[src/rtl/ecc_pkg.sv]
// Shared types, constants and codes of the elevator car controller.
`timescale 1ns / 1ps

package ecc_pkg;

	// Car and floor limits.
	localparam int FLOOR_COUNT = 4;
	localparam int HEIGHT_REGS = 4;
	localparam int MAX_SERVED  = (FLOOR_COUNT < HEIGHT_REGS) ? FLOOR_COUNT : HEIGHT_REGS;

	// Configuration port geometry.
	localparam int CFG_IDX_W  = 3;
	localparam int CFG_DATA_W = 16;

	// Configuration register indexes.
	localparam logic [CFG_IDX_W-1:0] CFG_FLOORS_IN_USE = 3'd0;
	localparam logic [CFG_IDX_W-1:0] CFG_HEIGHT_0      = 3'd1;
	localparam logic [CFG_IDX_W-1:0] CFG_HEIGHT_1      = 3'd2;
	localparam logic [CFG_IDX_W-1:0] CFG_HEIGHT_2      = 3'd3;
	localparam logic [CFG_IDX_W-1:0] CFG_HEIGHT_3      = 3'd4;
	localparam logic [CFG_IDX_W-1:0] CFG_CAR_SPEED     = 3'd5;
	localparam logic [CFG_IDX_W-1:0] CFG_DOOR_WAIT     = 3'd6;
	localparam logic [CFG_IDX_W-1:0] CFG_DOOR_TIMEOUT  = 3'd7;

	// Configuration reset values.
	localparam logic [2:0]  RST_FLOORS_IN_USE = 3'd3;
	localparam logic [15:0] RST_HEIGHT_0      = 16'd0;
	localparam logic [15:0] RST_HEIGHT_1      = 16'd400;
	localparam logic [15:0] RST_HEIGHT_2      = 16'd800;
	localparam logic [15:0] RST_HEIGHT_3      = 16'd1200;
	localparam logic [9:0]  RST_CAR_SPEED     = 10'd50;
	localparam logic [15:0] RST_DOOR_WAIT     = 16'd3000;
	localparam logic [15:0] RST_DOOR_TIMEOUT  = 16'd5000;

	// Travel time arithmetic: distance (16 bits) times 1000 fits in 26 bits.
	localparam int DIST_W   = 16;
	localparam int DVS_W    = 10;
	localparam int DVD_W    = 26;
	localparam int DIV_CNT_W = $clog2(DVD_W);
	localparam logic [DVS_W-1:0] MS_PER_S = 10'd1000;

	// Door status word that means closed.
	localparam logic [15:0] DOOR_CLOSED_WORD = 16'd1;

	// Car phase codes as seen on the result.
	typedef enum logic [2:0] {
		PH_IDLE    = 3'd0,
		PH_MOVING  = 3'd1,
		PH_ARRIVED = 3'd2,
		PH_WAIT    = 3'd3,
		PH_CHECK   = 3'd4
	} phase_t;

	// Sequencer states.
	typedef enum logic [2:0] {
		C_IDLE,
		C_EVAL,
		C_MUL,
		C_DIV,
		C_OUT
	} ctl_state_t;

	// One control tick.
	typedef struct packed {
		logic        cmd;
		logic [31:0] time_ms;
		logic [3:0]  cabin_call_set;
		logic [3:0]  hall_call_set;
		logic        door_reading_valid;
		logic [15:0] door_reading;
	} tick_t;

	// One result.
	typedef struct packed {
		logic       motor_on;
		logic       motor_up;
		logic       door_open_pulse;
		logic       door_poll_pulse;
		logic       door_timeout_flag;
		logic [2:0] floor_now;
		logic [2:0] floor_target;
		logic       door_shut;
		logic [2:0] phase;
		logic [3:0] cabin_calls_pending;
		logic [3:0] hall_calls_pending;
	} result_t;

	// Commands from the sequencer to the datapath.
	typedef struct packed {
		logic tick_ready;
		logic capture;
		logic eval;
		logic div_start;
		logic travel_load;
		logic out_load;
	} ecc_cmd_t;

	// Status from the datapath to the sequencer.
	typedef struct packed {
		logic departing;
		logic div_done;
		logic out_free;
	} ecc_status_t;

endpackage

[src/rtl/ecc_div.sv]
// Restoring divider, one quotient bit per cycle, for the travel time.
`timescale 1ns / 1ps

module ecc_div import ecc_pkg::*; (
	input  logic             clk,
	input  logic             arst_n,
	input  logic             start,
	input  logic [DVD_W-1:0] dividend,
	input  logic [DVS_W-1:0] divisor,
	output logic             done,
	output logic [DVD_W-1:0] quotient
);

	logic                 busy_q;
	logic                 done_q;
	logic [DIV_CNT_W-1:0] cnt_q;
	logic [DVD_W-1:0]     quo_q;
	logic [DVS_W-1:0]     rem_q;
	logic [DVS_W-1:0]     dvs_q;
	logic [DVS_W:0]       rem_sh;
	logic                 fits;
	logic [DVS_W:0]       rem_sub;

	// Shift the next dividend bit into the partial remainder and try a subtract.
	always_comb begin
		rem_sh  = {rem_q, quo_q[DVD_W-1]};
		fits    = (rem_sh >= {1'b0, dvs_q});
		rem_sub = rem_sh - {1'b0, dvs_q};
	end

	// Control: iteration count and completion strobe.
	always_ff @(posedge clk or negedge arst_n) begin
		if (!arst_n) begin
			busy_q <= 1'b0;
			done_q <= 1'b0;
			cnt_q  <= '0;
		end else begin
			done_q <= 1'b0;
			if (start) begin
				busy_q <= 1'b1;
				cnt_q  <= DIV_CNT_W'(DVD_W - 1);
			end else if (busy_q) begin
				cnt_q <= cnt_q - 1'b1;
				if (cnt_q == '0) begin
					busy_q <= 1'b0;
					done_q <= 1'b1;
				end
			end
		end
	end

	// Data: the dividend register turns into the quotient bit by bit.
	always_ff @(posedge clk) begin
		if (start) begin
			quo_q <= dividend;
			rem_q <= '0;
			dvs_q <= divisor;
		end else if (busy_q) begin
			quo_q <= {quo_q[DVD_W-2:0], fits};
			rem_q <= fits ? rem_sub[DVS_W-1:0] : rem_sh[DVS_W-1:0];
		end
	end

	assign done     = done_q;
	assign quotient = quo_q;

endmodule

[src/rtl/ecc_dp.sv]
// Datapath: configuration, car state, tick evaluation and result register.
`timescale 1ns / 1ps

module ecc_dp import ecc_pkg::*; (
	input  logic                  clk,
	input  logic                  arst_n,
	input  ecc_cmd_t              cmd,
	output ecc_status_t           st,
	input  tick_t                 tick_data,
	input  logic                  result_ready,
	output logic                  result_valid,
	output result_t               result_data,
	input  logic                  cfg_we,
	input  logic [CFG_IDX_W-1:0]  cfg_index,
	input  logic [CFG_DATA_W-1:0] cfg_data
);

	// Configuration registers.
	logic [2:0]       floors_q;
	logic [15:0]      height_q [HEIGHT_REGS];
	logic [DVS_W-1:0] speed_q;
	logic [15:0]      door_wait_q;
	logic [15:0]      door_tmo_q;

	// Car state.
	phase_t           phase_q;
	logic [31:0]      phase_start_q;
	logic [31:0]      move_start_q;
	logic [DVD_W-1:0] travel_q;
	logic [15:0]      pos_q;
	logic [2:0]       floor_q;
	logic [2:0]       target_q;
	logic [3:0]       cabin_q;
	logic [3:0]       hall_q;
	logic             door_closed_q;
	logic             motor_on_q;
	logic             motor_up_q;

	// Per-tick registers.
	tick_t            item_q;
	logic             open_q;
	logic             poll_q;
	logic             tmo_q;
	logic [DIST_W-1:0] dist_q;
	logic [DVS_W-1:0] divisor_q;
	logic             res_valid_q;
	result_t          res_q;

	// Evaluation results.
	phase_t           nx_phase;
	logic [31:0]      nx_phase_start;
	logic [31:0]      nx_move_start;
	logic [15:0]      nx_pos;
	logic [2:0]       nx_floor;
	logic [2:0]       nx_target;
	logic [3:0]       nx_cabin;
	logic [3:0]       nx_hall;
	logic             nx_door_closed;
	logic             nx_motor_on;
	logic             nx_motor_up;
	logic             nx_open;
	logic             nx_poll;
	logic             nx_tmo;
	logic             departing;
	logic [DIST_W-1:0] nx_dist;

	logic [2:0]       served;
	logic [3:0]       served_mask;
	logic [3:0]       cabin_m;
	logic [3:0]       hall_m;
	logic [2:0]       pick_cabin;
	logic [2:0]       pick_hall;
	logic [2:0]       pick;
	logic [2:0]       hsel;
	logic [15:0]      hsel_height;
	logic [3:0]       clr_bit;
	logic             door_ok;
	logic [31:0]      move_elapsed;
	logic [31:0]      phase_elapsed;
	logic [DVD_W-1:0] div_quotient;
	logic             div_done;
	logic [DVD_W-1:0] dividend;

	// Lowest pending call among the served floors, never the current floor.
	function automatic logic [2:0] pick_call(input logic [3:0] mask, input logic [2:0] n,
			input logic [2:0] fl);
		logic [2:0] res;
		res = '0;
		for (int i = MAX_SERVED - 1; i >= 0; i--) begin
			if (3'(i) < n && mask[i] && 3'(i + 1) != fl) begin
				res = 3'(i + 1);
			end
		end
		return res;
	endfunction

	// Configuration writes.
	always_ff @(posedge clk or negedge arst_n) begin
		if (!arst_n) begin
			floors_q    <= RST_FLOORS_IN_USE;
			height_q[0] <= RST_HEIGHT_0;
			height_q[1] <= RST_HEIGHT_1;
			height_q[2] <= RST_HEIGHT_2;
			height_q[3] <= RST_HEIGHT_3;
			speed_q     <= RST_CAR_SPEED;
			door_wait_q <= RST_DOOR_WAIT;
			door_tmo_q  <= RST_DOOR_TIMEOUT;
		end else if (cfg_we) begin
			unique case (cfg_index)
				CFG_FLOORS_IN_USE: floors_q    <= cfg_data[2:0];
				CFG_HEIGHT_0:      height_q[0] <= cfg_data;
				CFG_HEIGHT_1:      height_q[1] <= cfg_data;
				CFG_HEIGHT_2:      height_q[2] <= cfg_data;
				CFG_HEIGHT_3:      height_q[3] <= cfg_data;
				CFG_CAR_SPEED:     speed_q     <= cfg_data[DVS_W-1:0];
				CFG_DOOR_WAIT:     door_wait_q <= cfg_data;
				CFG_DOOR_TIMEOUT:  door_tmo_q  <= cfg_data;
				default: ;
			endcase
		end
	end

	// Served floors and merged call masks.
	always_comb begin
		served = (floors_q > 3'(MAX_SERVED)) ? 3'(MAX_SERVED) : floors_q;
		for (int i = 0; i < 4; i++) begin
			served_mask[i] = (3'(i) < served);
		end
		cabin_m    = cabin_q | (item_q.cabin_call_set & served_mask);
		hall_m     = hall_q | (item_q.hall_call_set & served_mask);
		pick_cabin = pick_call(cabin_m, served, floor_q);
		pick_hall  = pick_call(hall_m, served, floor_q);
		pick       = (pick_cabin != '0) ? pick_cabin : pick_hall;
		door_ok    = item_q.door_reading_valid && (item_q.door_reading == DOOR_CLOSED_WORD);
		move_elapsed  = item_q.time_ms - move_start_q;
		phase_elapsed = item_q.time_ms - phase_start_q;
	end

	// One height read: the target on arrival, the picked floor on departure.
	always_comb begin
		hsel = (phase_q == PH_MOVING) ? target_q : pick;
		if (hsel != '0 && hsel <= 3'(HEIGHT_REGS)) begin
			hsel_height = height_q[2'(hsel - 3'd1)];
		end else begin
			hsel_height = '0;
		end
		if (floor_q != '0 && floor_q <= 3'd4) begin
			clr_bit = 4'd1 << 2'(floor_q - 3'd1);
		end else begin
			clr_bit = '0;
		end
	end

	// Phase machine step for the captured tick.
	always_comb begin
		nx_phase       = phase_q;
		nx_phase_start = phase_start_q;
		nx_move_start  = move_start_q;
		nx_pos         = pos_q;
		nx_floor       = floor_q;
		nx_target      = target_q;
		nx_cabin       = cabin_m;
		nx_hall        = hall_m;
		nx_door_closed = door_closed_q;
		nx_motor_on    = motor_on_q;
		nx_motor_up    = motor_up_q;
		nx_open        = 1'b0;
		nx_poll        = 1'b0;
		nx_tmo         = 1'b0;
		departing      = 1'b0;
		nx_dist        = (pos_q > hsel_height) ? pos_q - hsel_height : hsel_height - pos_q;
		case (phase_q)
			PH_MOVING: begin
				if (move_elapsed >= 32'(travel_q)) begin
					nx_motor_on = 1'b0;
					nx_floor    = target_q;
					nx_pos      = hsel_height;
					nx_phase    = PH_ARRIVED;
				end
			end
			PH_ARRIVED: begin
				nx_open        = 1'b1;
				nx_door_closed = 1'b0;
				nx_phase_start = item_q.time_ms;
				nx_phase       = PH_WAIT;
			end
			PH_WAIT: begin
				if (phase_elapsed > 32'(door_wait_q)) begin
					nx_phase       = PH_CHECK;
					nx_phase_start = item_q.time_ms;
				end
			end
			PH_CHECK: begin
				nx_poll = 1'b1;
				if (phase_elapsed > 32'(door_tmo_q) || door_ok) begin
					nx_tmo         = (phase_elapsed > 32'(door_tmo_q));
					nx_cabin       = cabin_m & ~clr_bit;
					nx_hall        = hall_m & ~clr_bit;
					nx_door_closed = 1'b1;
					nx_phase       = PH_IDLE;
				end
			end
			default: begin
				nx_phase  = PH_IDLE;
				nx_target = pick;
				if (pick != '0) begin
					departing     = 1'b1;
					nx_move_start = item_q.time_ms;
					nx_motor_up   = !(hsel_height < pos_q);
					nx_motor_on   = 1'b1;
					nx_floor      = pick;
					nx_phase      = PH_MOVING;
				end
			end
		endcase
	end

	// Control state of the car.
	always_ff @(posedge clk or negedge arst_n) begin
		if (!arst_n) begin
			phase_q       <= PH_IDLE;
			phase_start_q <= '0;
			move_start_q  <= '0;
			travel_q      <= '0;
			pos_q         <= RST_HEIGHT_0;
			floor_q       <= 3'd1;
			target_q      <= '0;
			cabin_q       <= '0;
			hall_q        <= '0;
			door_closed_q <= 1'b1;
			motor_on_q    <= 1'b0;
			motor_up_q    <= 1'b0;
			res_valid_q   <= 1'b0;
		end else begin
			if (cmd.eval) begin
				phase_q       <= nx_phase;
				phase_start_q <= nx_phase_start;
				move_start_q  <= nx_move_start;
				pos_q         <= nx_pos;
				floor_q       <= nx_floor;
				target_q      <= nx_target;
				cabin_q       <= nx_cabin;
				hall_q        <= nx_hall;
				door_closed_q <= nx_door_closed;
				motor_on_q    <= nx_motor_on;
				motor_up_q    <= nx_motor_up;
			end
			if (cmd.travel_load) begin
				travel_q <= div_quotient;
			end
			if (cmd.out_load) begin
				res_valid_q <= 1'b1;
			end else if (result_ready) begin
				res_valid_q <= 1'b0;
			end
		end
	end

	// Captured transaction, pulses, divider operands and result payload.
	always_ff @(posedge clk) begin
		if (cmd.capture) begin
			item_q <= tick_data;
		end
		if (cmd.eval) begin
			open_q    <= nx_open;
			poll_q    <= nx_poll;
			tmo_q     <= nx_tmo;
			dist_q    <= nx_dist;
			divisor_q <= (speed_q == '0) ? DVS_W'(1) : speed_q;
		end
		if (cmd.out_load) begin
			res_q.motor_on            <= motor_on_q;
			res_q.motor_up            <= motor_up_q;
			res_q.door_open_pulse     <= open_q;
			res_q.door_poll_pulse     <= poll_q;
			res_q.door_timeout_flag   <= tmo_q;
			res_q.floor_now           <= floor_q;
			res_q.floor_target        <= target_q;
			res_q.door_shut           <= door_closed_q;
			res_q.phase               <= phase_q;
			res_q.cabin_calls_pending <= cabin_q;
			res_q.hall_calls_pending  <= hall_q;
		end
	end

	// Travel time = distance * 1000 / speed.
	assign dividend = DVD_W'(dist_q) * DVD_W'(MS_PER_S);

	ecc_div u_div (
		.clk      (clk),
		.arst_n   (arst_n),
		.start    (cmd.div_start),
		.dividend (dividend),
		.divisor  (divisor_q),
		.done     (div_done),
		.quotient (div_quotient)
	);

	assign st.departing = departing;
	assign st.div_done  = div_done;
	assign st.out_free  = !res_valid_q || result_ready;

	assign result_valid = res_valid_q;
	assign result_data  = res_q;

endmodule
[config.mk]
export PLATFORM = sky130hd
export DESIGN_NAME = ecc_dp
export DESIGN_NICKNAME = d
export VERILOG_FILES = /design/src/rtl/ecc_pkg.sv /design/src/rtl/ecc_div.sv /design/src/rtl/ecc_dp.sv
export SDC_FILE = /design/constraint.sdc
export NUM_CORES = 1
export LEC_CHECK = 0
export BUFFER_PORTS_ARGS = -buffer_cell sky130_fd_sc_hd__buf_2
export CORE_ASPECT_RATIO = 1.25
export CORE_MARGIN = 5
export CORE_UTILIZATION = 30
export CTS_BUF_LIST = sky130_fd_sc_hd__clkbuf_8
export DETAILED_ROUTE_END_ITERATION = 8
export HOLD_SLACK_MARGIN = 0.06
export PLACE_DENSITY = 0.45
export SETUP_SLACK_MARGIN = 0.1
export SLEW_MARGIN = 0
export SYNTH_ARGS = -nofsm -noshare
export SYNTH_HDL_FRONTEND = slang
export SYNTH_SLANG_ARGS = --single-unit
[constraint.sdc]
create_clock -name clk -period 12.4 [get_ports clk]
set_input_delay 3.1 -clock clk [delete_from_list [all_inputs] [get_ports clk]]
set_output_delay 3.1 -clock clk [all_outputs]
set_load 0.05 [all_outputs]
==> metrics.csv, run 1 <==
metric,value,unit
"Setup Fix Bufs, Post-CTS",0,
total CTS buffers,69,
Startpoint Class,flip-flop,
clock sinks,398,
Worst Path Required,12790,ps
crit path capture type,flip-flop,
die height,329.8,um
sequential share of the synthesized area,0.4336,
status,"finished, final reports clean",
"Slowest-stage cell, CP",mux4_2,
Crit path max-delay family,compound AO/OA/AOI/OAI gates,
DRT iter0 DRCs,726,
Syn Nets,2590,
Layout Nets,2716,
drt wl/cell,17.54,um
fmax,141.2,MHz
first-pass GRT wire length,97950,um
filler cell count,8307,
"FFs w/ async S/R, synth",0.6106,
total core area,81390,sq um
top cell type by total area after synthesis,dfrtp_1,
Clock Path Buffers,3,
synth unique cells,88,
Area Growth Syn to Fin,12.69,%
total wire length,61000,um
Max Slew Vio Count,0,
worst path arrival time,7470,ps
relative slew slack,0.2329,
cts repair resizes,0,
critical path class,flip-flop to flip-flop,
top-count cell post-synth,inv_1,
Tot GR Track Use,0.1394,
port buffer count,111,
number of synthesized flops with an enable pin,142,
DRT Pass-1 Iters,7,
max-cap check violation count,0,
worst-path fanout max,19,
mean post-synth cell area,11.04,sq um
hold buffers post-CTS,0,
Clock Tree Root,clkbuf_8,
largest net degree at the start of global routing,74,
Cell Rows,117,
Final min period,7082,ps
H-tree Lvls,3,
fin cells,3478,
RSZ-0062 raised after global routing,no,
design area,27660,sq um
vias in the first global route,17950,
antenna-violating nets left,0,
Synth Instances,2224,
Worst Skew,31.76,ps
final setup margin,5318,ps
Most used DFF post-synth,dfrtp_1,
period utilization,0.5711,
placed instance count,3350,
Final Hold Viols,0,
Hold Path Class,flip-flop to flip-flop,
layout cells sized above 1,0.1825,
total I/O pin count,114,
"top cells by count, synth","227 x inv_1, 220 x ha_1, 214 x dfrtp_1",
Ys Warns,0,
CTS tree,built,
Worst-path clk slew,60,ps
Seq cells post-synth,398,
WP buf/inv,4,
"Cell Area, Placed",26270,sq um
Clock Latency Late Sink,660,ps
Slew @ Worst Pin,1145,ps
Post-Syn Area,24540,sq um
placer congestion estimate,0.8501,
"top cells by area, synth","dfrtp_1 22%, edfxtp_1 17%, ha_1 11%",
number of vias per cell,4.830,
top-area cell type share of the netlist area,0.2182,
Initial Util,0.3015,
DP Wirelength,45850,um
pre-CTS setup slack,5272,ps
DIE AREA,87670,sq um
initial antenna violation count,1,
Die X-Extent,265.8,um
drc violations,0,
Setup TNS,0,ps
Vias,16800,
gr ovfl total,0,
Max stage delay on crit path,550,ps
Finish-stage setup viols,0,
## cells by family after synthesis
family	after synthesis	synth area share
compound gates	503	0.1331
xor+xnor	84	0.02998
fa+ha+maj	279	0.1603
buf+inv	299	0.04879
flops	398	0.4336
mux	201	0.1021
simple gates	460	0.09222
## final timing paths
kind / to / from / cells past startpoint / slack [ps]
worst max-delay path: dist_q[14] / floor_q[1] / 29 / 5320
worst min-delay path: u_div.dvs_q[2] / divisor_q[2] / 0 / 410
worst max register to register: dist_q[14] / floor_q[1] / 29 / 5320
worst min register to register: u_div.dvs_q[2] / divisor_q[2] / 0 / 410
max in group asynchronous: pos_q[4] / arst_n / 2 / 8760
min in group asynchronous: move_start_q[23] / arst_n / 1 / 2310
## per-layer routing
layer  track usage  vias up  share of wire
met5             0        -              0
met4       0.04914        0          0.027
met3       0.01788       81          0.024
met2        0.2488      225           0.51
met1        0.1735     8297           0.44
li1              -     8196              -
## final cells by class
cell class,instances,area [sq um],area share
timing repair buffer,127,685.7,0.02479
clock buffer,77,1060,0.03832
clock inverter,50,326.6,0.01181
multi-input combinational,1527,12750,0.4610
sequential,398,10640,0.3848
tap,1071,1340,0.04845
inverter,227,852.1,0.03081
antenna,1,2.502,0.00009048
## sequential cells by signal, summed over array words and instances, names as in the netlist, 10 cells and up
name and cells:
phase_start_q 32, u_div.quotient 26, door_wait_q 16, move_start_q 32, result_data 23, speed_q 10, dist_q 16, u_div.dvs_q 10
item_q 57, pos_q 16, divisor_q 10, height_q 64, travel_q 26, door_tmo_q 16, u_div.rem_q 10
## metrics by stage
step | util | hold slack [ps]
floorplan | - | 400.3
global placement | 0.3227 | 406.7
detailed placement | 0.3227 | 405.6
CTS | 0.3398 | 400.0
global route | 0.3398 | 413.4
finish | 0.3398 | 406.7
## layout by cell type, fill, tap and decap left out, types with 9 or more instances in the layout
cell / synthesis / final
buf_4: 3 / 16
inv_1: 227 / 248
dfxtp_1: 13 / 13
nor3_1: 26 / 25
a41oi_1: 10 / 10
o21a_1: 37 / 37
a22o_1: 21 / 21
nand2_1: 151 / 151
nand3_1: 22 / 22
xor2_1: 32 / 32
a31oi_1: 18 / 18
o21ai_0: 127 / 127
a211o_1: 9 / 9
nand2b_1: 26 / 26
mux2_2: 113 / 113
nor2b_1: 22 / 22
ha_1: 220 / 220
dfrtp_1: 214 / 214
o211ai_1: 10 / 10
o21bai_1: 13 / 13
fa_1: 59 / 59
nor2_1: 115 / 114
edfxtp_1: 142 / 142
a21oi_1: 123 / 123
a21o_1: 42 / 42
clkbuf_8: 0 / 77
buf_2: 6 / 110
mux4_2: 16 / 16
a211oi_1: 17 / 17
xnor2_1: 52 / 52
a21boi_0: 12 / 11
nand4_1: 28 / 28
mux2_4: 30 / 30
mux2i_1: 40 / 39
clkinv_1: 0 / 11
dfstp_2: 29 / 29
or3_1: 9 / 9
Power of run 1 is left out: the tool's default activity adds up to more than one toggle a clock period on the data nets, which glitch-free logic cannot reach.
==> run 2: changes to the inputs <==
==> constraint.sdc (replaced) <==
create_clock -name clk -period 7 [get_ports clk]
set_input_delay 1.75 -clock clk [delete_from_list [all_inputs] [get_ports clk]]
set_output_delay 1.75 -clock clk [all_outputs]
set_load 0.05 [all_outputs]
==> metrics.csv, run 2 (synthesis gave the netlist of run 1 again) <==
metric,value,unit,change
status,"finished, final reports clean",,
Slew @ Worst Pin,1111,ps,-33.49 ps
fmax,155.5,MHz,+10%
port buffer count,111,,unchanged
Worst Path Required,7390,ps,-5400 ps
hold path depth,0,,unchanged
r2r worst-path depth,27,,-6.9%
period utilization,0.9189,,+0.3477
Max Slew Vio Count,0,,unchanged
Initial Util,0.3015,,unchanged
drt wl/cell,17.56,um,+0.10%
Hold Crit Start,divisor_q[7],,
first-pass GRT wire length,97270,um,-0.70%
DRT iter0 DRCs,791,,+9.0%
max-cap check violation count,0,,unchanged
critical path class,flip-flop to flip-flop,,
total core area,81390,sq um,unchanged
total CTS buffers,68,,-1.4%
Clock Tree Root,clkbuf_8,,
total wire length,61150,um,+0.25%
layout cells sized above 1,0.1891,,+0.006673
Vias,16730,,-0.44%
FF/Latch Area,10640,sq um,unchanged
Crit Reg-Reg Startpoint,floor_q[1],,
H-tree Lvls,3,,unchanged
DP Wirelength,46220,um,+0.81%
Die X-Extent,265.8,um,unchanged
crit path capture type,flip-flop,,
Setup TNS,0,ps,unchanged
cts repair resizes,0,,unchanged
RSZ-0062 raised after global routing,no,,
Tot GR Track Use,0.1387,,-0.0006966
Clock Latency Late Sink,650,ps,about the same
Finish-stage setup viols,0,,unchanged
WHS Endpoint,u_div.dvs_q[7],,
initial antenna violation count,3,,+2
R2R Setup Slk,570,ps,-4750 ps
Worst Skew,18.54,ps,-13.21 ps
Final Hold Viols,0,,unchanged
DIE AREA,87670,sq um,unchanged
placer congestion estimate,0.8320,,-2.1%
vias in the first global route,17670,,-1.6%
relative slew slack,0.2554,,+0.02244
Largest Register,height_q,,
Worst-path clk slew,60,ps,about the same
drc violations,0,,unchanged
worst-path fanout max,16,,-3
most frequent cells in the layout,"244 x inv_1, 220 x ha_1, 214 x dfrtp_1",,
Startpoint Class,flip-flop,,
Area Growth Syn to Fin,13.53,%,
CTS tree,built,,
number of vias per cell,4.802,,-0.58%
Cell Rows,117,,unchanged
max FFs per register,64,,unchanged
Largest regs,"height_q: 64 flops, item_q: 57 flops",,
"Setup Fix Bufs, Post-CTS",0,,unchanged
gr ovfl total,0,,unchanged
hold buffers post-CTS,0,,unchanged
largest net degree at the start of global routing,120,,+62%
reg-to-reg endpoint,dist_q[14],,
"leading cell type in the layout, fill and taps excluded",inv_1,,
Layout Nets,2721,,+0.18%
Hold Path Class,flip-flop to flip-flop,,
clock sinks,398,,unchanged
Final min period,6432,ps,-649.8 ps
antenna-violating nets left,0,,unchanged
worst path arrival time,6820,ps,-650 ps
filler cell count,8328,,+0.25%
Clock Path Buffers,3,,unchanged
DRT Pass-1 Iters,5,,-2
die height,329.8,um,unchanged
area of the multi-input gates,12750,sq um,unchanged
total I/O pin count,114,,unchanged
==> run 2: worst max-delay path: stages, from the launching register on <==
cell and delay (ps):
dfrtp_1 450, and2_1 190, a21oi_1 190, o21a_1 180
a21oi_1 80, nor2_1 100, nor2_1 40, o21ai_0 360
mux2i_2 150, ha_1 350, buf_12 190, mux4_2 550
nand2_1 200, inv_1 130, fa_1 440, nor2b_1 170
o21a_1 130, o21a_1 110, o41ai_1 100, o311ai_0 570
buf_4 220, o211a_1 140, o21ai_0 90, a21boi_0 180
o21ai_0 120, a21boi_0 400, o211ai_1 170, xnor2_1 150
==> run 2: cell type report <==
cell class	count	area share
clock buffer	83	0.04100
multi-input combinational	1527	0.4576
sequential	398	0.3819
antenna	1	0.00008981
clock inverter	43	0.01365
tap	1071	0.04809
inverter	227	0.03058
timing repair buffer	133	0.02712
==> run 2: metrics by stage <==
step                setup slack, ps    util  hold WS [ps]  area [sq um]  cells
detailed placement            541.8  0.3236         404.5         26340   3356
floorplan                     185.6       -         400.3         24540   2224
global placement              445.2  0.3236         407.6         26340   3356
finish                        568.0  0.3423         413.4         27860   3483
CTS                           522.1  0.3423         412.6         27860   3482
global route                  122.8  0.3423         425.2         27860   3483
==> run 2: layer usage <==
metal,global-route usage,vias up,part of all wire
li1,-,8197,-
met1,0.1723,8202,0.43
met2,0.2466,237,0.51
met3,0.01870,85,0.029
met4,0.05026,4,0.027
met5,0,-,0.00044
==> run 2: how the worst max path moves through the flow <==
stage / startpoint / endpoint / slack, ps
after global routing: floor_q[1] / dist_q[14] / 120
after detailed placement: floor_q[1] / dist_q[14] / 540
after CTS: floor_q[1] / dist_q[14] / 520
final: floor_q[1] / dist_q[14] / 570
after global placement: floor_q[1] / dist_q[14] / 450
after floorplan: floor_q[0] / dist_q[14] / 190
Power of run 2 is left out for the same reason.
