## src/rtl/ecc_pkg.sv

```systemverilog
// Shared types, constants and codes of the elevator car controller.
`timescale 1ns / 1ps

package ecc_pkg;

	// Car and floor limits.
	localparam int FLOOR_COUNT = 4;
	localparam int HEIGHT_REGS = 4;
	localparam int MAX_SERVED  = (FLOOR_COUNT < HEIGHT_REGS) ? FLOOR_COUNT : HEIGHT_REGS;

	// Configuration port geometry.
	localparam int CFG_IDX_W  = 3;
	localparam int CFG_DATA_W = 16;

	// Configuration register indexes.
	localparam logic [CFG_IDX_W-1:0] CFG_FLOORS_IN_USE = 3'd0;
	localparam logic [CFG_IDX_W-1:0] CFG_HEIGHT_0      = 3'd1;
	localparam logic [CFG_IDX_W-1:0] CFG_HEIGHT_1      = 3'd2;
	localparam logic [CFG_IDX_W-1:0] CFG_HEIGHT_2      = 3'd3;
	localparam logic [CFG_IDX_W-1:0] CFG_HEIGHT_3      = 3'd4;
	localparam logic [CFG_IDX_W-1:0] CFG_CAR_SPEED     = 3'd5;
	localparam logic [CFG_IDX_W-1:0] CFG_DOOR_WAIT     = 3'd6;
	localparam logic [CFG_IDX_W-1:0] CFG_DOOR_TIMEOUT  = 3'd7;

	// Configuration reset values.
	localparam logic [2:0]  RST_FLOORS_IN_USE = 3'd3;
	localparam logic [15:0] RST_HEIGHT_0      = 16'd0;
	localparam logic [15:0] RST_HEIGHT_1      = 16'd400;
	localparam logic [15:0] RST_HEIGHT_2      = 16'd800;
	localparam logic [15:0] RST_HEIGHT_3      = 16'd1200;
	localparam logic [9:0]  RST_CAR_SPEED     = 10'd50;
	localparam logic [15:0] RST_DOOR_WAIT     = 16'd3000;
	localparam logic [15:0] RST_DOOR_TIMEOUT  = 16'd5000;

	// Travel time arithmetic: distance (16 bits) times 1000 fits in 26 bits.
	localparam int DIST_W   = 16;
	localparam int DVS_W    = 10;
	localparam int DVD_W    = 26;
	localparam int DIV_CNT_W = $clog2(DVD_W);
	localparam logic [DVS_W-1:0] MS_PER_S = 10'd1000;

	// Door status word that means closed.
	localparam logic [15:0] DOOR_CLOSED_WORD = 16'd1;

	// Car phase codes as seen on the result.
	typedef enum logic [2:0] {
		PH_IDLE    = 3'd0,
		PH_MOVING  = 3'd1,
		PH_ARRIVED = 3'd2,
		PH_WAIT    = 3'd3,
		PH_CHECK   = 3'd4
	} phase_t;

	// Sequencer states.
	typedef enum logic [2:0] {
		C_IDLE,
		C_EVAL,
		C_MUL,
		C_DIV,
		C_OUT
	} ctl_state_t;

	// One control tick.
	typedef struct packed {
		logic        cmd;
		logic [31:0] time_ms;
		logic [3:0]  cabin_call_set;
		logic [3:0]  hall_call_set;
		logic        door_reading_valid;
		logic [15:0] door_reading;
	} tick_t;

	// One result.
	typedef struct packed {
		logic       motor_on;
		logic       motor_up;
		logic       door_open_pulse;
		logic       door_poll_pulse;
		logic       door_timeout_flag;
		logic [2:0] floor_now;
		logic [2:0] floor_target;
		logic       door_shut;
		logic [2:0] phase;
		logic [3:0] cabin_calls_pending;
		logic [3:0] hall_calls_pending;
	} result_t;

	// Commands from the sequencer to the datapath.
	typedef struct packed {
		logic tick_ready;
		logic capture;
		logic eval;
		logic div_start;
		logic travel_load;
		logic out_load;
	} ecc_cmd_t;

	// Status from the datapath to the sequencer.
	typedef struct packed {
		logic departing;
		logic div_done;
		logic out_free;
	} ecc_status_t;

endpackage

```

## src/rtl/ecc_ctrl.sv

```systemverilog
// Sequencer for one tick: capture, evaluate, travel time division, result.
`timescale 1ns / 1ps

module ecc_ctrl import ecc_pkg::*; (
	input  logic        clk,
	input  logic        arst_n,
	input  logic        tick_valid,
	input  ecc_status_t st,
	output ecc_cmd_t    cmd
);

	ctl_state_t state_q;
	ctl_state_t state_nx;

	// State register.
	always_ff @(posedge clk or negedge arst_n) begin
		if (!arst_n) begin
			state_q <= C_IDLE;
		end else begin
			state_q <= state_nx;
		end
	end

	// Next state and commands.
	always_comb begin
		state_nx = state_q;
		cmd      = '0;
		unique case (state_q)
			C_IDLE: begin
				cmd.tick_ready = 1'b1;
				if (tick_valid) begin
					cmd.capture = 1'b1;
					state_nx    = C_EVAL;
				end
			end
			C_EVAL: begin
				cmd.eval = 1'b1;
				state_nx = st.departing ? C_MUL : C_OUT;
			end
			C_MUL: begin
				cmd.div_start = 1'b1;
				state_nx      = C_DIV;
			end
			C_DIV: begin
				if (st.div_done) begin
					cmd.travel_load = 1'b1;
					state_nx        = C_OUT;
				end
			end
			C_OUT: begin
				if (st.out_free) begin
					cmd.out_load = 1'b1;
					state_nx     = C_IDLE;
				end
			end
			default: state_nx = C_IDLE;
		endcase
	end

endmodule

```

## config.mk

```make
export PLATFORM = sky130hd
export DESIGN_NAME = ecc_ctrl
export DESIGN_NICKNAME = d
export VERILOG_FILES = /design/src/rtl/ecc_pkg.sv /design/src/rtl/ecc_ctrl.sv
export SDC_FILE = /design/constraint.sdc
export NUM_CORES = 1
export LEC_CHECK = 0
export ABC_AREA = 1
export ABC_CLOCK_PERIOD_IN_PS = 1300
export BUFFER_PORTS_ARGS = -buffer_cell sky130_fd_sc_hd__buf_2
export CAP_MARGIN = 20
export CORE_AREA = 2 2 39 41
export CTS_CLUSTER_DIAMETER = 60
export DETAILED_ROUTE_END_ITERATION = 10
export DIE_AREA = 0 0 41 43
export GPL_ROUTABILITY_DRIVEN = 0
export PLACE_DENSITY = 0.38
export SLEW_MARGIN = 40
export SYNTH_ARGS = -nofsm -noshare
export SYNTH_HDL_FRONTEND = slang
export SYNTH_SLANG_ARGS = --single-unit
```

## constraint.sdc

```tcl
create_clock -name clk -period 1.3 [get_ports clk]
set_clock_uncertainty 0.1 [all_clocks]
set_input_delay 0.065 -clock clk [delete_from_list [all_inputs] [get_ports clk]]
set_output_delay 0.065 -clock clk [all_outputs]
set_load 0.01 [all_outputs]
```

==> out/qor.json, run 1 <==
{
  "die_h_um": 43,
  "fp-row-count": 14,
  "grt_max_degree": 7,
  "floorplan.initialDensity_pct": 13.9,
  "worst_vdd_ir_mv": 0.933,
  "number_of_antenna_violations_at_the_first_check_in_global_routing": 0,
  "num_antenna_cells": 0,
  "fmaxAchievable_mhz": 782,
  "yosys.cell_types.count": 10,
  "actual_transition_at_the_worst_max_transition_pin_ps": 177,
  "path_clk_slew_ps": 40,
  "relSlewSlack_pct": 88.1,
  "avgRoutedWirePerCell_um": 8.70,
  "min_period_ps": 1280,
  "final-max-slew-violation-count": 0,
  "design.final.nets": 57,
  "status": "completed",
  "ant_nets": 0,
  "cts_max_level": 1,
  "synthesis.yosys.warnings": 0,
  "power.static_leakage_nw": 0.201,
  "filler_cell_count": 165,
  "worstPathRequired_ps": 1130,
  "largest_reg_flops": 3,
  "min_period_over_period_pct": 98.3,
  "worstSetupPathType": "reg2out",
  "buffer_ports.inserted": 11,
  "register_ranked_first_by_flip_flop_count": "state_q",
  "top_regs": "state_q: 3 flops",
  "total_wirelength_of_the_detailed_routed_design_um": 574,
  "tritoncts.num_buffers": 3,
  "numClockSinks": 3,
  "critPathArrivalTime_ps": 1110,
  "critPathLaunchType": "flop",
  "synth.ff_latch_count": 3,
  "cts.path.max_buffers": 2,
  "finalHoldViolations": 0,
  "cts_tree": "built",
  "layout-area-overhead-vs-synth_pct": 90.3,
  "timing.critical_path.fanout_max": 3,
  "dp.final_hpwl_um": 410,
  "latest_clock_arrival_within_the_worst_skew_pair_ps": 230,
  "finish.utilization_pct": 26.5,
  "drtPass1Iterations": 4,
  "vias_per_cell": 3.94,
  "synth-seq-area-share_pct": 39.0,
  "io_pins": 12,
  "remaining_drc_errors": 0,
  "die_width_um": 41,
  "vias": 260,
  "die_area_um2": 1760,
  "unrepaired_setup_endpoints_after_global_routing": "true",
  "drv.max_cap_violation_count": 0,
  "finalPower_uw": 872,
  "synth_area_um2": 193,
  "drive_above_1_share_pct": 58.0,
  "groute.usage.overall_pct": 7.35,
  "finalHoldWorstSlack_ps": 55.0,
  "clock-root-buffer": "sky130_fd_sc_hd__clkbuf_4",
  "worstSetupEndpointType": "output port",
  "timing.hold.worst.class": "in2async",
  "syn_nets": 36,
  "synthesis.area_per_instance_um2": 6.42,
  "setup_viol": 0,
  "global_route.overflow_total": 0,
  "power_density_nw_per_um2": 2380,
  "syn-instance-count": 30,
  "core_area_um2": 1380,
  "dr.first_iter.drc_count": 5,
  "grt_first_pass_wirelength_um": 814,
  "first_global_vias": 223
}
-- repair_timing --
action | 4_1_cts | 5_1_grt
pin swaps | 2 | 2
gates resized for setup | 8 | 4
endpoints found under the setup margin | 3 | 7
buffers inserted | 2 | 1
hold buffers | 2 | 0
hold endpoints to repair | 4 | 0
-- cell usage in the layout (no fill, tap or decap), drive strengths merged --
master        n
nor4          1
nor3          2
nor2          6
inv           6
nand2         6
buf          14
a21oi         2
dfrtp         3
clkbuf        4
nand3         3
dlygate4sd3   2
nand4         1
-- layer usage --
layer | global-route usage (%) | vias up | share of wire, %
li1 | - | 136 | -
met5 | 0 | - | 0
met3 | 3.14 | 0 | 3.5
met2 | 9.38 | 6 | 52
met4 | 8.00 | 0 | 0
met1 | 8.12 | 118 | 44
-- area by class of cell --
type | count | area [µm²] | area share [%]
multi-input combinational | 21 | 121 | 33.1
timing repair buffer | 16 | 97.6 | 26.6
sequential | 3 | 78.8 | 21.5
clock buffer | 4 | 26.3 | 7.17
inverter | 6 | 22.5 | 6.14
tap | 16 | 20.0 | 5.46
-- report_power, final --
part	leakage [nW]	internal, mW	switching (mW)
logic	0.152	0.215	0.255
registers	0.0343	0.149	0.0915
clock network	0.0150	0.115	0.0466
total	0.201	0.478	0.394
-- cells in the mapped netlist --
cell                      number  area [µm²]
sky130_fd_sc_hd__a21oi_1       2        10.0
sky130_fd_sc_hd__dfrtp_1       3        75.1
sky130_fd_sc_hd__inv_1         6        22.5
sky130_fd_sc_hd__nand2_1       6        22.5
sky130_fd_sc_hd__nand3_1       3        15.0
sky130_fd_sc_hd__nand4_1       1        6.26
sky130_fd_sc_hd__nor2_1        5        18.8
sky130_fd_sc_hd__nor2_2        1        6.26
sky130_fd_sc_hd__nor3_1        2        10.0
sky130_fd_sc_hd__nor4_1        1        6.26
-- worst max-delay path: stages, from the launching register on --
cell and delay, ps:
sky130_fd_sc_hd__dfrtp_2 430, sky130_fd_sc_hd__nor2_4 140, sky130_fd_sc_hd__inv_2 60, sky130_fd_sc_hd__nor2_2 110
sky130_fd_sc_hd__buf_2 140
-- worst paths after layout --
path,end,slack (ps),start,cells past startpoint
worst max-delay path,cmd[2],20,state_q[0],4
worst min-delay path,state_q[0],60,arst_n,2
worst max register to register,state_q[1],40,state_q[1],6
worst min register to register,state_q[0],550,state_q[0],3
max in group asynchronous,state_q[1],930,arst_n,2
min in group clk,state_q[2],60,st[0],4
-- cell families after synthesis --
logic type	share of synthesized area (%)
buffers and inverters	11.7
DFF	39.0
AOI/OAI and AO/OA	5.20
and+or+nand+nor	44.2
-- per-stage QoR --
stage          cells  area [µm²]  setup slack (ps)  TNS [ps]
2_1_floorplan     30         193               185         0
5_1_grt           66         367             -51.7      -179
4_1_cts           65         344              1.61         0
3_5_place_dp      57         268               201         0
6_report          66         367              21.9         0
3_3_place_gp      57         268               166         0
No activity file was read; power rests on OpenSTA's default activity.
==> inputs of run 2 (changes only) <==
--- a/config.mk
+++ b/config.mk
@@ -14,7 +14,7 @@
 export DETAILED_ROUTE_END_ITERATION = 10
 export DIE_AREA = 0 0 41 43
 export GPL_ROUTABILITY_DRIVEN = 0
-export PLACE_DENSITY = 0.38
+export PLACE_DENSITY_LB_ADDON = 0.2
 export SLEW_MARGIN = 40
 export SYNTH_ARGS = -nofsm -noshare
 export SYNTH_HDL_FRONTEND = slang
==> run 2 against run 1 <==
  * Setup slack better by 8.3 ps
  * Critical endpoint is now cmd[1]
  * Maximum frequency up 0.65%
  * Final area down 5.1%
  * Wire length is 9.2% lower
==> out/qor.json, run 2 (synthesis results as in run 1) <==
{
  "status": "completed",
  "final-max-slew-violation-count": {"value": 0, "change": "unchanged"},
  "critical_path.max_stage_delay": {"value": 420, "unit": "ps", "change": "about the same"},
  "cts_max_level": {"value": 1, "change": "unchanged"},
  "timing.hold.worst.class": "in2reg",
  "tritoncts.num_buffers": {"value": 3, "change": "unchanged"},
  "vias_per_cell": {"value": 3.84, "change": "-2.4%"},
  "finalHoldWorstSlack": {"value": 53.1, "unit": "ps", "change": "-1.89 ps"},
  "worstPathRequired": {"value": 1130, "unit": "ps", "change": "about the same"},
  "power_density": {"value": 2350, "unit": "nW/µm²", "change": "-1.3%"},
  "critPathArrivalTime": {"value": 1100, "unit": "ps", "change": "about the same"},
  "drtPass1Iterations": {"value": 1, "change": "-3"},
  "number_of_antenna_violations_at_the_first_check_in_global_routing": {"value": 0, "change": "unchanged"},
  "worst_vdd_ir": {"value": 0.735, "unit": "mV", "change": "-21%"},
  "setup_viol": {"value": 0, "change": "unchanged"},
  "top_regs": "state_q: 3 flops",
  "grt_first_pass_wirelength": {"value": 793, "unit": "µm", "change": "-2.6%"},
  "ant_nets": {"value": 0, "change": "unchanged"},
  "worstSetupPathType": "reg2out",
  "layout-area-overhead-vs-synth_pct": 80.5,
  "latest_clock_arrival_within_the_worst_skew_pair": {"value": 230, "unit": "ps", "change": "about the same"},
  "layout_common_cells": "11 x sky130_fd_sc_hd__buf_2, 6 x sky130_fd_sc_hd__nand2_1, 4 x sky130_fd_sc_hd__nor2_1",
  "largest_reg_flops": {"value": 3, "change": "unchanged"},
  "timing.critical_path.fanout_max": {"value": 6, "change": "+3"},
  "min_period": {"value": 1270, "unit": "ps", "change": "-8.30 ps"},
  "timing.critical_path.cells": "inv_2, nor4_2, buf_2",
  "final_cell_area": {"value": 348, "unit": "µm²", "change": "-5.1%"},
  "mostFrequentLayoutCell": "sky130_fd_sc_hd__buf_2",
  "fmaxAchievable": {"value": 788, "unit": "MHz", "change": "+0.65%"},
  "design.final.nets": {"value": 55, "change": "-3.5%"},
  "avgRoutedWirePerCell": {"value": 8.14, "unit": "µm", "change": "-6.4%"},
  "io_pins": {"value": 12, "change": "unchanged"},
  "groute.usage.overall": {"value": 7.05, "unit": "%", "change": "-0.30 points"},
  "total_wirelength_of_the_detailed_routed_design": {"value": 521, "unit": "µm", "change": "-9.2%"},
  "dr.first_iter.drc_count": {"value": 0, "change": "-5"},
  "numClockSinks": {"value": 3, "change": "unchanged"},
  "critical-path-top-delay-family": "flip-flops",
  "drive_above_1_share": {"value": 52.1, "unit": "%", "change": "-5.9 points"},
  "first_global_vias": {"value": 244, "change": "+9.4%"},
  "vias": {"value": 246, "change": "-5.4%"},
  "finalHoldViolations": {"value": 0, "change": "unchanged"},
  "floorplan.initialDensity": {"value": 13.9, "unit": "%", "change": "unchanged"},
  "core_area": {"value": 1380, "unit": "µm²", "change": "unchanged"},
  "unrepaired_setup_endpoints_after_global_routing": "true",
  "die_h": {"value": 43, "unit": "µm", "change": "unchanged"},
  "num_antenna_cells": {"value": 0, "change": "unchanged"},
  "worstPathBufferInverterCount": {"value": 2, "change": "unchanged"},
  "clock-root-buffer": "sky130_fd_sc_hd__clkbuf_4",
  "die_width": {"value": 41, "unit": "µm", "change": "unchanged"},
  "worstSetupEndpointType": "output port",
  "cts.path.max_buffers": {"value": 2, "change": "unchanged"},
  "min_period_over_period": {"value": 97.7, "unit": "%", "change": "-0.64 points"},
  "finalPower": {"value": 817, "unit": "µW", "change": "-6.3%"},
  "die_area": {"value": 1760, "unit": "µm²", "change": "unchanged"},
  "drv.max_cap_violation_count": {"value": 0, "change": "unchanged"},
  "path_clk_slew": {"value": 40, "unit": "ps", "change": "about the same"},
  "remaining_drc_errors": {"value": 0, "change": "unchanged"},
  "buffer_ports.inserted": {"value": 11, "change": "unchanged"},
  "grt_max_degree": {"value": 7, "change": "unchanged"},
  "critPathLaunchType": "flop",
  "finalSetupTns": {"value": 0, "unit": "ps", "change": "unchanged"},
  "fp-row-count": {"value": 14, "change": "unchanged"},
  "register_ranked_first_by_flip_flop_count": "state_q",
  "global_route.overflow_total": {"value": 0, "change": "unchanged"},
  "critPathSlowestCell": "sky130_fd_sc_hd__dfrtp_2",
  "power.static_leakage": {"value": 0.191, "unit": "nW", "change": "-5.0%"},
  "relSlewSlack": {"value": 87.3, "unit": "%", "change": "-0.83 points"},
  "cts_tree": "built",
  "placed_instance_area": {"value": 268, "unit": "µm²", "change": "unchanged"},
  "actual_transition_at_the_worst_max_transition_pin": {"value": 189, "unit": "ps", "change": "+11.9 ps"}
}
-- run 2: metrics by stage --
step	util (%)	std cells	setup slack, ps
floorplan	-	30	185
global placement	19.3	57	162
detailed placement	19.3	57	155
CTS	24.2	64	0.854
global route	25.1	64	-50.0
finish	25.1	64	30.2
-- run 2: final timing paths --
path / start / end / slack (ps) / cells past startpoint
worst min register to register: state_q[2] / state_q[0] / 540 / 3
max in group asynchronous: arst_n / state_q[1] / 920 / 2
worst max register to register: state_q[2] / state_q[0] / 50 / 5
min in group asynchronous: arst_n / state_q[0] / 60 / 2
worst min-delay path: st[0] / state_q[2] / 50 / 4
worst max-delay path: state_q[1] / cmd[1] / 30 / 3
-- run 2: layer usage --
metal / vias up / track usage [%] / wire length (µm) / share of wire (%)
met5: - / 0 / 0 / 0
met4: 0 / 8.00 / 0 / 0
met3: 0 / 1.57 / 16 / 3.1
met2: 6 / 10.6 / 281 / 54
met1: 109 / 6.82 / 223 / 43
li1: 131 / - / - / -
-- run 2: layout make-up --
type | instances | area [µm²]
fill | 160 | 1040
multi-input combinational | 21 | 119
timing repair buffer | 14 | 82.6
sequential | 3 | 77.6
clock buffer | 4 | 26.3
inverter | 6 | 22.5
tap | 16 | 20.0
-- run 2: repair_timing --
action / in CTS / in global routing
resized for setup: 7 / 3
pin swaps: 1 / 2
buffers inserted: 1 / 0
endpoints found under the setup margin: 4 / 6
hold endpoints to repair: 4 / 0
hold buffers: 2 / 0
-- run 2: worst reg2reg max path, stage by stage (launching register included) --
cell                      delay, ps
sky130_fd_sc_hd__dfrtp_2        440
sky130_fd_sc_hd__buf_4          150
sky130_fd_sc_hd__nor2_1         130
sky130_fd_sc_hd__nand3_1        150
sky130_fd_sc_hd__nand4_1        110
sky130_fd_sc_hd__nand2_1         50
-- run 2: power by group --
group / leakage (nW) / switching, mW / internal (mW)
combinational: 0.141 / 0.248 / 0.184
clock: 0.0150 / 0.0467 / 0.115
sequential: 0.0354 / 0.0781 / 0.145
total: 0.191 / 0.372 / 0.444
==> inputs of run 3 (changes only) <==
--- a/config.mk
+++ b/config.mk
@@ -15,6 +15,7 @@
 export DIE_AREA = 0 0 41 43
 export GPL_ROUTABILITY_DRIVEN = 0
 export PLACE_DENSITY_LB_ADDON = 0.2
+export SETUP_SLACK_MARGIN = 0.2
 export SLEW_MARGIN = 40
 export SYNTH_ARGS = -nofsm -noshare
 export SYNTH_HDL_FRONTEND = slang
==> run 3 against run 2 <==
  * Final area increased by 16%
  * Total power increased by 21%
  * Setup slack got worse by 9.6 ps
  * First-iteration DRC count increased by 2
  * Sequential power increased by 4%
  * Clock power about the same
  * Largest power group unchanged
==> out/qor.json, run 3 (synthesis results as in run 1) <==
{
  "status": "completed",
  "hold_path.startpoint": "st[0]",
  "timing.hold.worst_endpoint": "state_q[2]",
  "drtPass1Iterations": {"value": 3, "change": "+2"},
  "critPathLaunchType": "flop",
  "relSlewSlack": {"value": 88.4, "unit": "%", "change": "+1.1 points"},
  "critPathArrivalTime": {"value": 1110, "unit": "ps", "change": "about the same"},
  "power.share.switching": {"value": 43.5, "unit": "%", "change": "-2.1 points"},
  "unrepaired_setup_endpoints_after_global_routing": "true",
  "reg2reg_depth": {"value": 5, "change": "unchanged"},
  "combinationalPowerShare": {"value": 60.2, "unit": "%", "change": "+7.3 points"},
  "io_pins": {"value": 12, "change": "unchanged"},
  "die_area": {"value": 1760, "unit": "µm²", "change": "unchanged"},
  "num_antenna_cells": {"value": 0, "change": "unchanged"},
  "worstSetupEndpointType": "output port",
  "min_period": {"value": 1280, "unit": "ps", "change": "+9.61 ps"},
  "min_period_over_period": {"value": 98.4, "unit": "%", "change": "+0.74 points"},
  "worst_r2r_endpoint": "state_q[0]",
  "power.static_leakage": {"value": 0.212, "unit": "nW", "change": "+11%"},
  "drv.max_cap_violation_count": {"value": 0, "change": "unchanged"},
  "die_width": {"value": 41, "unit": "µm", "change": "unchanged"},
  "latest_clock_arrival_within_the_worst_skew_pair": {"value": 230, "unit": "ps", "change": "about the same"},
  "grt_first_pass_wirelength": {"value": 821, "unit": "µm", "change": "+3.5%"},
  "drive_above_1_share": {"value": 63.5, "unit": "%", "change": "+11 points"},
  "total_wirelength_of_the_detailed_routed_design": {"value": 536, "unit": "µm", "change": "+2.9%"},
  "placed_instance_area": {"value": 273, "unit": "µm²", "change": "+1.9%"},
  "critical_path.reg2reg.startpoint": "state_q[2]",
  "clock_power_share": {"value": 16.3, "unit": "%", "change": "-3.5 points"},
  "cts_max_level": {"value": 1, "change": "unchanged"},
  "number_of_antenna_violations_at_the_first_check_in_global_routing": {"value": 0, "change": "unchanged"},
  "die_h": {"value": 43, "unit": "µm", "change": "unchanged"},
  "worstPathRequired": {"value": 1130, "unit": "ps", "change": "about the same"},
  "remaining_drc_errors": {"value": 0, "change": "unchanged"},
  "p_sw": {"value": 430, "unit": "µW", "change": "+15%"},
  "dr.first_iter.drc_count": {"value": 2, "change": "+2"},
  "setup.reg_to_reg.worst_slack": {"value": 130, "unit": "ps", "change": "+80 ps"},
  "design.final.nets": {"value": 59, "change": "+7.3%"},
  "final_cell_area": {"value": 404, "unit": "µm²", "change": "+16%"},
  "vias": {"value": 274, "change": "+11%"},
  "grt_max_degree": {"value": 6, "change": "-1"},
  "global_route.overflow_total": {"value": 0, "change": "unchanged"},
  "floorplan.initialDensity": {"value": 13.9, "unit": "%", "change": "unchanged"},
  "mostFrequentLayoutCell": "sky130_fd_sc_hd__buf_2",
  "timing.critical_path.fanout_max": {"value": 3, "change": "-3"},
  "finalPower": {"value": 986, "unit": "µW", "change": "+21%"},
  "top_regs": "state_q: 3 flops",
  "finish.utilization": {"value": 29.2, "unit": "%", "change": "+4.1 points"},
  "register_ranked_first_by_flip_flop_count": "state_q",
  "postLayoutSetupSlackWorst": {"value": 20.6, "unit": "ps", "change": "-9.61 ps"},
  "numClockSinks": {"value": 3, "change": "unchanged"},
  "cts_tree": "built",
  "ant_nets": {"value": 0, "change": "unchanged"},
  "final-max-slew-violation-count": {"value": 0, "change": "unchanged"},
  "core_area": {"value": 1380, "unit": "µm²", "change": "unchanged"},
  "vias_per_cell": {"value": 4.03, "change": "+4.8%"},
  "cts.path.max_buffers": {"value": 2, "change": "unchanged"},
  "finalHoldViolations": {"value": 0, "change": "unchanged"},
  "largest_reg_flops": {"value": 3, "change": "unchanged"},
  "actual_transition_at_the_worst_max_transition_pin": {"value": 172, "unit": "ps", "change": "-16.6 ps"},
  "filler_cell_count": {"value": 160, "change": "unchanged"},
  "power_density": {"value": 2440, "unit": "nW/µm²", "change": "+3.9%"},
  "dp.final_hpwl_um": 396,
  "buffer_ports.inserted": {"value": 11, "change": "unchanged"},
  "layout_common_cells": "11 x sky130_fd_sc_hd__buf_2, 5 x sky130_fd_sc_hd__nand2_1, 4 x sky130_fd_sc_hd__buf_4",
  "place_worst_setup_slack": {"value": 191, "unit": "ps", "change": "+35.3 ps"},
  "seq_power_share": {"value": 23.4, "unit": "%", "change": "-4.0 points"},
  "path_clk_slew": {"value": 40, "unit": "ps", "change": "about the same"},
  "startpoint": "state_q[0]",
  "clock-root-buffer": "sky130_fd_sc_hd__clkbuf_4",
  "cell_internal_pwr": {"value": 557, "unit": "µW", "change": "+25%"},
  "tritoncts.num_buffers": {"value": 3, "change": "unchanged"},
  "layout-area-overhead-vs-synth_pct": 110,
  "groute.usage.overall": {"value": 7.45, "unit": "%", "change": "+0.40 points"},
  "fmaxAchievable": {"value": 782, "unit": "MHz", "change": "-0.75%"},
  "fp-row-count": {"value": 14, "change": "unchanged"},
  "setup_viol": {"value": 0, "change": "unchanged"},
  "worstSetupPathType": "reg2out",
  "first_global_vias": {"value": 215, "change": "-12%"},
  "hold_depth": {"value": 4, "change": "unchanged"},
  "timing.hold.worst.class": "in2reg",
  "worst_vdd_ir": {"value": 0.397, "unit": "mV", "change": "-46%"},
  "avgRoutedWirePerCell": {"value": 7.88, "unit": "µm", "change": "-3.2%"}
}
[run 3: changes by cell type in the layout (fill, tap and decap cells not counted)]
cell,previous run,this run
sky130_fd_sc_hd__buf_4,1,4
sky130_fd_sc_hd__buf_6,0,1
sky130_fd_sc_hd__dfrtp_1,1,0
sky130_fd_sc_hd__dfrtp_2,2,3
sky130_fd_sc_hd__nand2_1,6,5
sky130_fd_sc_hd__nand2_2,0,1
sky130_fd_sc_hd__nand3_1,3,2
sky130_fd_sc_hd__nand3_2,0,1
sky130_fd_sc_hd__nor2_1,4,3
sky130_fd_sc_hd__nor2_4,1,2
sky130_fd_sc_hd__nor3_2,2,1
sky130_fd_sc_hd__nor3_4,0,1
[run 3: worst max path at each step]
stage            endpoint  cells after the start
2_1_floorplan  state_q[1]                      5
3_3_place_gp       cmd[1]                      3
3_5_place_dp   state_q[0]                      4
4_1_cts            cmd[3]                      3
5_1_grt            cmd[4]                      4
6_report           cmd[4]                      4
[run 3: metal layers]
layer	GRT usage, %	wire, µm	part of all wire, %	vias up
met5	0	0	0	-
met2	10.3	301	56	3
met1	7.47	221	41	128
li1	-	-	-	143
met3	3.14	14	2.6	0
met4	8.00	0	0	0
[run 3: worst max-delay path, cell delays in order (launching register included)]
cell                      delay (ps)
sky130_fd_sc_hd__dfrtp_2         430
sky130_fd_sc_hd__nor2_4          130
sky130_fd_sc_hd__inv_2            50
sky130_fd_sc_hd__nor3_2          130
sky130_fd_sc_hd__buf_2           140
[run 3: area by class of cell]
type	instances	area (µm²)	share of cell area, %
Clock buffer	4	26.3	6.50
Inverter	6	22.5	5.57
Multi-Input combinational cell	21	140	34.7
Sequential cell	3	78.8	19.5
Tap cell	16	20.0	4.95
Timing Repair Buffer	18	116	28.8
[run 3: timing repair]
item,in CTS,in global routing
resized for setup,10,6
buffers inserted,5,0
setup endpoints to repair,7,9
pin swaps,4,3
hold endpoints to repair,4,0
hold buffers,2,0
[run 3: metrics by stage]
| step | setup TNS (ps) | hold slack, ps | cells |
|---|---|---|---|
| final | 0 | 53.1 | 68 |
| after global routing | -140 | 63.2 | 68 |
| after CTS | -1.84 | 46.3 | 68 |
| after detailed placement | 0 | -235 | 57 |
| after global placement | 0 | -234 | 57 |
| after floorplan | 0 | -331 | 30 |
[run 3: power groups by stage]
| stage | logic [mW] | clock network (mW) | registers (mW) |
|---|---|---|---|
| 6_report | 0.594 | 0.161 | 0.231 |
| 5_1_grt | 0.657 | 0.185 | 0.239 |
| 4_1_cts | 0.547 | 0.171 | 0.223 |
| 3_5_place_dp | 0.362 | 0 | 0.205 |
| 3_3_place_gp | 0.371 | 0 | 0.209 |
| 2_1_floorplan | 0.253 | 0 | 0.192 |
